### config.mk
export PLATFORM = sky130hd
export DESIGN_NAME = stepper_command_deframer
export DESIGN_NICKNAME = d
export VERILOG_FILES = /design/src/hw/rtl/scd_pkg.sv /design/src/hw/rtl/scd_parser.sv /design/src/hw/rtl/stepper_command_deframer.sv
export SDC_FILE = /design/constraint.sdc
export NUM_CORES = 1
export LEC_CHECK = 0
export BUFFER_PORTS_ARGS = -buffer_cell sky130_fd_sc_hd__buf_2
export CAP_MARGIN = 20
export CORE_UTILIZATION = 55
export DETAILED_ROUTE_END_ITERATION = 12
export GPL_TIMING_DRIVEN = 0
export PLACE_DENSITY = 0.84
export SYNTH_ARGS = -nofsm -noshare
export SYNTH_HDL_FRONTEND = slang
export SYNTH_SLANG_ARGS = --single-unit
export TNS_END_PERCENT = 5
### constraint.sdc
create_clock -name clk -period 13.3 [get_ports clk]
set_clock_uncertainty 0.15 [all_clocks]
set_input_delay 1.995 -clock clk [delete_from_list [all_inputs] [get_ports clk]]
set_output_delay 1.995 -clock clk [all_outputs]
set_load 0.05 [all_outputs]
### src/hw/rtl/scd_pkg.sv
// Shared types and constants for the stepper command deframer.
// Used by scd_parser and stepper_command_deframer; depends on nothing.
package scd_pkg;

  // One byte of a packet, as it arrives on the input channel.
  typedef struct packed {
    logic [7:0] data_byte;
    logic       packet_start;
    logic [7:0] packet_length;
  } in_word_t;

  // One decoded motion command.
  typedef struct packed {
    logic [1:0]         command;
    logic [31:0]        speed;
    logic signed [31:0] accel;
    logic signed [31:0] steps;
  } out_word_t;

  // Command codes on the result channel.
  localparam logic [1:0] CMD_TEST     = 2'd0;
  localparam logic [1:0] CMD_POSITION = 2'd1;
  localparam logic [1:0] CMD_SPEED    = 2'd2;
  localparam logic [1:0] CMD_SEGMENT  = 2'd3;

  // Key whose payload is being gathered.
  typedef enum logic [1:0] {
    PEND_NONE     = 2'd0,
    PEND_POSITION = 2'd1,
    PEND_SPEED    = 2'd2,
    PEND_SEGMENT  = 2'd3
  } pend_t;

  // Configuration register indexes.
  localparam logic [2:0] REG_ROUTE_END = 3'd0;
  localparam logic [2:0] REG_TEST_KEY  = 3'd1;
  localparam logic [2:0] REG_POS_KEY   = 3'd2;
  localparam logic [2:0] REG_SPEED_KEY = 3'd3;
  localparam logic [2:0] REG_SEG_KEY   = 3'd4;

  // Configuration values handed to the parser.
  typedef struct packed {
    logic [7:0] route_end_byte;
    logic [7:0] test_key;
    logic [7:0] position_key;
    logic [7:0] speed_key;
    logic [7:0] segment_key;
  } keys_t;

  localparam int unsigned NUM_WORDS = 3;

endpackage

### src/hw/rtl/scd_parser.sv
// Packet parser state and the one-byte decode step of the deframer.
// Depends on scd_pkg.
module scd_parser
  import scd_pkg::*;
(
  input  logic      clk,
  input  logic      rst_n,
  input  logic      advance,
  input  in_word_t  word,
  input  keys_t     keys,
  output logic      emit,
  output out_word_t result
);

  logic        inside_r,  inside_nxt;
  logic [7:0]  pos_r,     pos_nxt;
  logic [7:0]  len_r,     len_nxt;
  pend_t       pend_r,    pend_nxt;
  logic [3:0]  left_r,    left_nxt;
  logic [31:0] words_r [NUM_WORDS];
  logic [31:0] words_nxt [NUM_WORDS];

  logic [7:0]  pos_eff;
  logic        inside_eff;
  pend_t       pend_eff;
  logic [3:0]  left_eff;
  logic [7:0]  rem;
  logic [3:0]  total;
  logic [3:0]  k;
  logic [1:0]  w;
  logic [3:0]  left_dec;

  always_comb begin
    inside_eff = word.packet_start ? 1'b0 : inside_r;
    pos_eff    = word.packet_start ? 8'd0 : pos_r;
    len_nxt    = word.packet_start ? word.packet_length : len_r;
    pend_eff   = word.packet_start ? PEND_NONE : pend_r;
    left_eff   = word.packet_start ? 4'd0 : left_r;

    inside_nxt = inside_eff;
    pos_nxt    = pos_eff;
    pend_nxt   = pend_eff;
    left_nxt   = left_eff;
    for (int i = 0; i < NUM_WORDS; i++) words_nxt[i] = words_r[i];
    emit       = 1'b0;
    result     = '0;

    rem      = len_nxt - 8'd1 - pos_eff;
    total    = (pend_eff == PEND_SEGMENT) ? 4'd12 : 4'd4;
    k        = total - left_eff;
    w        = k[3:2];
    left_dec = left_eff - 4'd1;

    if (pos_eff < len_nxt) begin
      pos_nxt = pos_eff + 8'd1;
      if (!inside_eff) begin
        if (word.data_byte == keys.route_end_byte) inside_nxt = 1'b1;
      end else if (pend_eff != PEND_NONE) begin
        if (left_eff == 4'd0 || left_eff > total) begin
          pend_nxt = PEND_NONE;
          left_nxt = 4'd0;
        end else begin
          for (int i = 0; i < NUM_WORDS; i++) begin
            if (w == 2'(i)) words_nxt[i] = {words_r[i][23:0], word.data_byte};
          end
          left_nxt = left_dec;
          if (left_dec == 4'd0) begin
            pend_nxt = PEND_NONE;
            emit     = 1'b1;
            case (pend_eff)
              PEND_POSITION: begin
                result.command = CMD_POSITION;
                result.steps   = words_nxt[0];
              end
              PEND_SPEED: begin
                result.command = CMD_SPEED;
                result.speed   = words_nxt[0];
              end
              default: begin
                result.command = CMD_SEGMENT;
                result.speed   = words_nxt[0];
                result.accel   = words_nxt[1];
                result.steps   = words_nxt[2];
              end
            endcase
          end
        end
      end else begin
        // Key byte. Earlier keys win when registers hold equal values.
        if (word.data_byte == keys.test_key) begin
          emit           = 1'b1;
          result.command = CMD_TEST;
        end else if (word.data_byte == keys.position_key) begin
          if (rem >= 8'd4) begin
            pend_nxt = PEND_POSITION;
            left_nxt = 4'd4;
          end
        end else if (word.data_byte == keys.speed_key) begin
          if (rem >= 8'd4) begin
            pend_nxt = PEND_SPEED;
            left_nxt = 4'd4;
          end
        end else if (word.data_byte == keys.segment_key) begin
          if (rem >= 8'd12) begin
            pend_nxt = PEND_SEGMENT;
            left_nxt = 4'd12;
          end
        end
      end
    end
  end

  always_ff @(posedge clk) begin
    if (!rst_n) begin
      inside_r <= 1'b0;
      pos_r    <= 8'd0;
      len_r    <= 8'd0;
      pend_r   <= PEND_NONE;
      left_r   <= 4'd0;
    end else if (advance) begin
      inside_r <= inside_nxt;
      pos_r    <= pos_nxt;
      len_r    <= len_nxt;
      pend_r   <= pend_nxt;
      left_r   <= left_nxt;
    end
  end

  // Payload words need no reset: every emitted word is fully shifted in first.
  always_ff @(posedge clk) begin
    if (advance) begin
      for (int i = 0; i < NUM_WORDS; i++) words_r[i] <= words_nxt[i];
    end
  end

endmodule

### src/hw/rtl/stepper_command_deframer.sv
// Stepper command deframer: input word register, parser and output buffer.
// Depends on scd_pkg and scd_parser.
// A command is registered in the output buffer once the parser decodes its last byte.
// Throughput: one byte per cycle; the parser decodes one byte per cycle.
// The input stalls only while the two-entry output buffer is full.
// Reset (synchronous, rst_n low) empties all stages, clears the parse state and
// restores the configuration registers to their default keys.
module stepper_command_deframer
  import scd_pkg::*;
(
  input  logic      clk,
  input  logic      rst_n,

  input  logic      in_valid,
  output logic      in_stall,
  input  in_word_t  in_data,

  output logic      out_valid,
  input  logic      out_stall,
  output out_word_t out_data,

  input  logic      cfg_we,
  input  logic [2:0] cfg_index,
  input  logic [7:0] cfg_wdata
);

  // Configuration registers. Writes to indexes past the list are dropped.
  keys_t keys_r;

  always_ff @(posedge clk) begin
    if (!rst_n) begin
      keys_r.route_end_byte <= 8'd255;
      keys_r.test_key       <= 8'd127;
      keys_r.position_key   <= 8'd11;
      keys_r.speed_key      <= 8'd12;
      keys_r.segment_key    <= 8'd13;
    end else if (cfg_we) begin
      case (cfg_index)
        REG_ROUTE_END: keys_r.route_end_byte <= cfg_wdata;
        REG_TEST_KEY:  keys_r.test_key       <= cfg_wdata;
        REG_POS_KEY:   keys_r.position_key   <= cfg_wdata;
        REG_SPEED_KEY: keys_r.speed_key      <= cfg_wdata;
        REG_SEG_KEY:   keys_r.segment_key    <= cfg_wdata;
        default: ;
      endcase
    end
  end

  // Input word register. The held word is decoded when the output buffer has
  // a free entry, which is whenever the skid entry is empty.
  logic      s1_valid_r;
  in_word_t  s1_word_r;
  logic      skid_valid_r;
  logic      advance;
  logic      in_take;

  assign advance  = s1_valid_r && !skid_valid_r;
  assign in_stall = s1_valid_r && skid_valid_r;
  assign in_take  = in_valid && !in_stall;

  always_ff @(posedge clk) begin
    if (!rst_n) begin
      s1_valid_r <= 1'b0;
    end else if (in_take) begin
      s1_valid_r <= 1'b1;
    end else if (advance) begin
      s1_valid_r <= 1'b0;
    end
  end

  always_ff @(posedge clk) begin
    if (in_take) s1_word_r <= in_data;
  end

  // Parser: all state changes and the optional command for one byte.
  logic      emit;
  out_word_t result;

  scd_parser u_parser (
    .clk    (clk),
    .rst_n  (rst_n),
    .advance(advance),
    .word   (s1_word_r),
    .keys   (keys_r),
    .emit   (emit),
    .result (result)
  );

  // Output register plus skid entry. A new command goes straight to the
  // output register when that is free or being drained this cycle, and
  // otherwise parks in the skid entry.
  logic      out_valid_r;
  out_word_t out_r;
  out_word_t skid_r;
  logic      out_take;
  logic      produce;

  assign out_take = out_valid_r && !out_stall;
  assign produce  = advance && emit;

  always_ff @(posedge clk) begin
    if (!rst_n) begin
      out_valid_r  <= 1'b0;
      skid_valid_r <= 1'b0;
    end else if (skid_valid_r) begin
      if (out_take) skid_valid_r <= 1'b0;
    end else if (produce) begin
      if (!out_valid_r || out_take) begin
        out_valid_r <= 1'b1;
      end else begin
        skid_valid_r <= 1'b1;
      end
    end else if (out_take) begin
      out_valid_r <= 1'b0;
    end
  end

  always_ff @(posedge clk) begin
    if (skid_valid_r) begin
      if (out_take) out_r <= skid_r;
    end else if (produce) begin
      if (!out_valid_r || out_take) begin
        out_r <= result;
      end else begin
        skid_r <= result;
      end
    end
  end

  assign out_valid = out_valid_r;
  assign out_data  = out_r;

endmodule
Yosys cells after proc, flatten, opt, wreduce, memory -nomap -nowiden

Memories as Yosys holds them, arrays and structs flattened.
Index checks and enable logic that the tools add are counted.

Flip-flop bits (word level): 279
Bits in writable memories: 96
Bits of input ports: 33
Output and inout port bits: 100
Word-level logic and storage cells: 151
Memories: 1

$add $sub $neg: 5
Order comparisons: 4
Equal/unequal tests: 16
Mux-type cells: 70
Bitwise operators: 2
Reduce and logical (&&, ||, !) cells: 29

Memories:

| memory           | depth | bits a word | read ports | clocked after Yosys merged registers in | wr ports | RTL line         | source |
|---|---|---|---|---|---|---|---|
| u_parser.words_r | 3     | 32          | 3          | 0                                       | 3        | scd_parser.sv:20 | `logic [31:0] words_r [NUM_WORDS];` |

Operators with widths:

| kind                  | number |
|---|---|
| $mux W98              | 8 |
| $mux W96              | 5 |
| $mux W32              | 5 |
| $pmux W32 S2          | 1 |
| $mux W4               | 12 |
| $eq A8 B8 Y1          | 5 |
| $mux W2               | 14 |
| $mux W8               | 3 |
| $mux W1               | 21 |
| $reduce_and A2 Y1     | 5 |
| $reduce_bool A2 Y1    | 5 |
| $reduce_and A3 Y1     | 3 |
| $add A8 B1 Y8 const B | 1 |
| $ge A8 B3 Y1 const B  | 1 |
| $ge A8 B4 Y1 const B  | 1 |
| $logic_not A4 Y1      | 2 |
| $lt A8 B8 Y1          | 1 |
| $sub A8 B1 Y8 const B | 1 |
| $sub A8 B8 Y8         | 1 |
| $eq A2 B2 Y1 const B  | 3 |
| $eq A3 B2 Y1 const B  | 2 |
| $logic_and A1 B1 Y1   | 5 |
| $eq A2 B1 Y1 const B  | 2 |
| $gt A4 B4 Y1          | 1 |
| other kinds (12)      | 18 |

Depth between registers and ports, before layout

Depth in word-level cells: 15
Gate-level depth with buffers: 15
Depth with buffers taken out: 12

By module

From an unflattened synthesis, not the netlist that was laid out.

Cell total of the unflattened synthesis: 1219
Area total of the unflattened synthesis: 17254.0 µm²

By module, submodules not included:

| module                   | instances | cells an instance | area each (µm²) | seq. area each (µm²) |
|---|---|---|---|---|
| stepper_command_deframer | 1         | 493               | 9676.8          | 7257.0 |
| scd_parser               | 1         | 726               | 7577.3          | 3343.2 |

Worst setup path after synthesis

No wires, ideal clock.

Path type: reg-to-reg
Start: register s1_word_r[8] (netlist name)
End: register out_r, in the netlist out_data[0] (enable)
Setup time: 0.704 ns
Arrival time: 10.196 ns
Required time: 12.446 ns
Path slack: 2.250 ns
Cell stages (with the launch flop): 12
Buffers on the path: 3
Clock period less this slack: 11.050 ns
Cells stage by stage: edfxtp_1 -> buf_2 -> clkbuf_1 -> buf_1 -> mux2i_1 -> fa_1 -> a21o_1 -> a21oi_1 -> o31ai_2 -> a2111oi_1 -> o21ai_0 -> a21boi_0

Longest elaborated chain between the ends: 12
Elaborated cells between the ends (all ways): 22
Those cells by class: add/sub: 1; order compare: 2; eq/ne: 1; mux: 11; reduce/logical: 7

Ends and longest elaborated chain:

| element                          | RTL line                        | source |
|---|---|---|
| start: declaration               | stepper_command_deframer.sv:52  | `in_word_t s1_word_r;` |
| start signal: assignment         | stepper_command_deframer.sv:72  | `if (in_take) s1_word_r <= in_data;` |
| $mux W2                          | scd_parser.sv:37                | `pend_eff = word.packet_start ? PEND_NONE : pend_r;` |
| $eq A2 B2 Y1                     | scd_parser.sv:49                | `total = (pend_eff == PEND_SEGMENT) ? 4'd12 : 4'd4;` |
| $mux W4                          | scd_parser.sv:49                |  |
| $gt A4 B4 Y1                     | scd_parser.sv:59                | `if (left_eff == 4'd0 \|\| left_eff > total) begin` |
| $logic_or A1 B1 Y1               | scd_parser.sv:59                |  |
| $mux W1                          | scd_parser.sv:59                |  |
| $mux W1                          | scd_parser.sv:58                | `end else if (pend_eff != PEND_NONE) begin` |
| $mux W1                          | scd_parser.sv:56                | `if (!inside_eff) begin` |
| $mux W1 (*)                      | scd_parser.sv:54                | `if (pos_eff < len_nxt) begin` |
| $logic_and A1 B1 Y1 (*)          | stepper_command_deframer.sv:99  | `assign produce = advance && emit;` |
| $reduce_bool A2 Y1 (no line) (*) | -                               |  |
| $reduce_and A3 Y1 (no line) (*)  | -                               |  |
| end signal: assignment           | stepper_command_deframer.sv:120 | `if (out_take) out_r <= skid_r;` |
| end signal: assignment           | stepper_command_deframer.sv:123 | `out_r <= result;` |
| end: declaration                 | stepper_command_deframer.sv:93  | `out_word_t out_r;` |

Every way passes the cells marked *; elsewhere a longest branch is shown, timed or not.
A chain may end at the register's enable or synchronous reset.

Worst setup path in the final report

Start: register s1_word_r[8] (netlist name)
End: register out_r, in the netlist out_data[29] (enable)

The elaborated chain is that of the path after synthesis.

==> metrics <==
Worst-Margin Slew=1.05 ns; number of diodes=0; # DRC=0; CP cell instances=buf_2, clkbuf_1, buf_1, mux2i_1, fa_1, a21o_1, a21oi_1, o31ai_2, a2111oi_1, o21ai_0, a21boi_4, buf_16, buf_16; # setup viols final=0; Max FO, Critical Path=29; leading area contributor after synthesis=edfxtp_1; Post-CTS Setup Bufs=0; synth cell count leaders=edfxtp_1, nand2_1, inv_1; fmax=165 MHz; Clock Path Buffers=3; Port Buffers=132; max_cap viols=0; #FFs+latches synth=375; CTS tree=yes; ratio of cells with drive above 1 in the final layout=0.171; Yosys warning count=0; post-CTS sizing=0; Critical Path Most Common Cell=buf_16; global route overflow=0; Critical Path Max Stage Delay=0.85 ns; GP Congestion=0.895; fin crit period=6.07 ns; family with the most delay on the worst path=compound AO/OA/AOI/OAI gates; Core Util, Final=0.645; Placed Instances=1,895; Post-Syn Nets=1,420; outcome=finished, final reports clean; CTS Buf Count=38; Pre-antenna DRT Iters=5; Synth cell types=63; placed cell areas=18,000 sq um; CTS H-tree lvls=2; Avg Inst Size Synth=12.2 sq um; Final HPWL DP=26,300 um; Critical Path End Type=register; io pins=133; max-slew violation count=0; Cell Count, Final, Fillers Out=1,964; cell row count=63; chip width=176 um; max_slew headroom=0.281; pre-CTS WS=7.29 ns; Tot Pwr=2.35 mW; Fin. Hold Viols=0; CP max-delay cell=a21boi_4; RSZ-0062 raised after global routing=false; LEAKAGE=6.82 nW; GRT Total Usage=0.248; Final Cycle Share=0.457; Worst setup SP type=register; maximum VDD drop=0.102 mV; Post-Synthesis Cells=1,364; Primary FF master, synth=edfxtp_1; Setup WS post-layout=7.23 ns; wire length per cell=19.3 um; Routed WL=37,900 um; worst skew pair latency=0.53 ns; Post-synth ARST share=0; top post-synthesis cells by area=edfxtp_1, dfxtp_1, mux2i_1, nand2_1, o31ai_1; number of synthesized flops with an enable pin=309; initial antenna violation count=0; Die Y=176 um; first-pass GRT wire length=59,400 um; Initial Util=0.560; kind of critical path=register to register; CTS root buf=clkbuf_16; critical path data required time=13.38 ns; arrival time worst endpoint=6.16 ns; Power Dens Cells=123 nW/um^2; post-synthesis sequential area ratio=0.639; Post-CTS Hold Buffers=0; Core ar.=29,600 sq um; Mapped Area=16,600 sq um; post-DR vias/cell=5.78; final net count=1,601; DR vias=11.3k; largest net degree at the start of global routing=35; vias in the first global route=10.9k; Hold Crit Class=register to register; area grow syn2layout=15.2%; clk slew on worst S/H paths=0.06 ns; cell with the most instances after synthesis=edfxtp_1; Bufs and invs on worst path=5; CTS Sinks=375; full die area=30,900 sq um; Post-Layout Inst Area=19,100 sq um; top cell type's share of synthesized area=0.559; Final ANT Viol Nets=0; initial DRC count=1,083
-- routing by layer --
| metal | GRT usage | routed length (um) |
|---|---|---|
| met4 | 0.0924 | 1190 |
| met1 | 0.333 | 15400 |
| met5 | 0 | 0 |
| met3 | 0.0387 | 2880 |
| met2 | 0.410 | 18500 |
-- worst register-to-register path, cell delays in order (launching register included) --
cell,delay (ns)
edfxtp_1,0.32
buf_2,0.24
clkbuf_1,0.44
buf_1,0.54
mux2i_1,0.31
fa_1,0.56
a21o_1,0.19
a21oi_1,0.24
o31ai_2,0.18
a2111oi_1,0.78
o21ai_0,0.52
a21boi_4,0.85
buf_16,0.26
buf_16,0.20
-- through the flow --
| step | hold slack [ns] | TNS [ns] |
|---|---|---|
| CTS | 0.304 | 0 |
| global route | 0.330 | 0 |
| detailed placement | 0.297 | 0 |
| finish | 0.304 | 0 |
| floorplan | 0.286 | 0 |
| global placement | 0.292 | -122.76 |
-- kinds of logic (layout without fill, tap and decap cells) --
group / after synthesis / in the layout / share of synthesized area
buffers and inverters: 202 / 412 / 0.0479
muxes: 136 / 136 / 0.0846
DFF: 375 / 375 / 0.639
and+or+nand+nor: 377 / 377 / 0.0972
adders and majority gates: 23 / 23 / 0.0178
xor gates and xnor gates: 52 / 52 / 0.0274
AOI/OAI and AO/OA: 199 / 199 / 0.0866
-- placed cells by master, fill, tap and decap left out, drive strengths merged, types with 6 or more instances in the layout --
master / instances
nor3: 9
xnor2: 15
nand3: 34
o31ai: 69
edfxtp: 309
mux2: 34
o21ai: 8
dfxtp: 66
a211oi: 9
mux2i: 102
xor2: 37
nor2b: 14
nand2: 191
a21oi: 36
and2: 6
nor4: 10
o22ai: 33
clkbuf: 101
nor2: 93
clkinv: 15
buf: 171
ha: 22
inv: 125
-- where the power goes --
part | total [mW] | internal [mW] | switching, mW
registers | 1.27 | 1.26 | 0.00479
logic | 0.0984 | 0.0340 | 0.0644
clock network | 0.979 | 0.545 | 0.434
total | 2.35 | 1.84 | 0.504
-- path summary, 6_finish.rpt --
kind | startpoint | endpoint | slack, ns | cells past startpoint
max | s1_word_r[8]$_DFFE_PP_ | out_data[29]$_DFFE_PP_ | 7.23 | 13
min | u_parser.len_r[3]$_SDFFE_PN0P_ | u_parser.len_r[3]$_SDFFE_PN0P_ | 0.30 | 2
max reg2reg | s1_word_r[8]$_DFFE_PP_ | out_data[29]$_DFFE_PP_ | 7.23 | 13
min reg2reg | u_parser.len_r[3]$_SDFFE_PN0P_ | u_parser.len_r[3]$_SDFFE_PN0P_ | 0.30 | 2
-- state kept, by name, summed over array words and instances, names as in the netlist --
signal and count:
keys_r 40, skid_valid_r 1, u_parser.left_r 4, out_data 98, s1_valid_r 1, out_valid 1
u_parser.pos_r 8, u_parser.len_r 8, u_parser.words_r 96, s1_word_r 17, u_parser.pend_r 2, skid_r 98
u_parser.inside_r 1
-- area by class of cell --
cell class                      instances  area (sq um)
Fill cell                            2229         10500
Inverter                              123           462
Tap cell                              390           488
Timing Repair Buffer                  141           871
Clock buffer                           52          1020
Multi-Input combinational cell        787          5230
Buffer                                 79           333
Clock inverter                         17           103
Sequential cell                       375         10600
No activity file was read; power rests on OpenSTA's default activity.
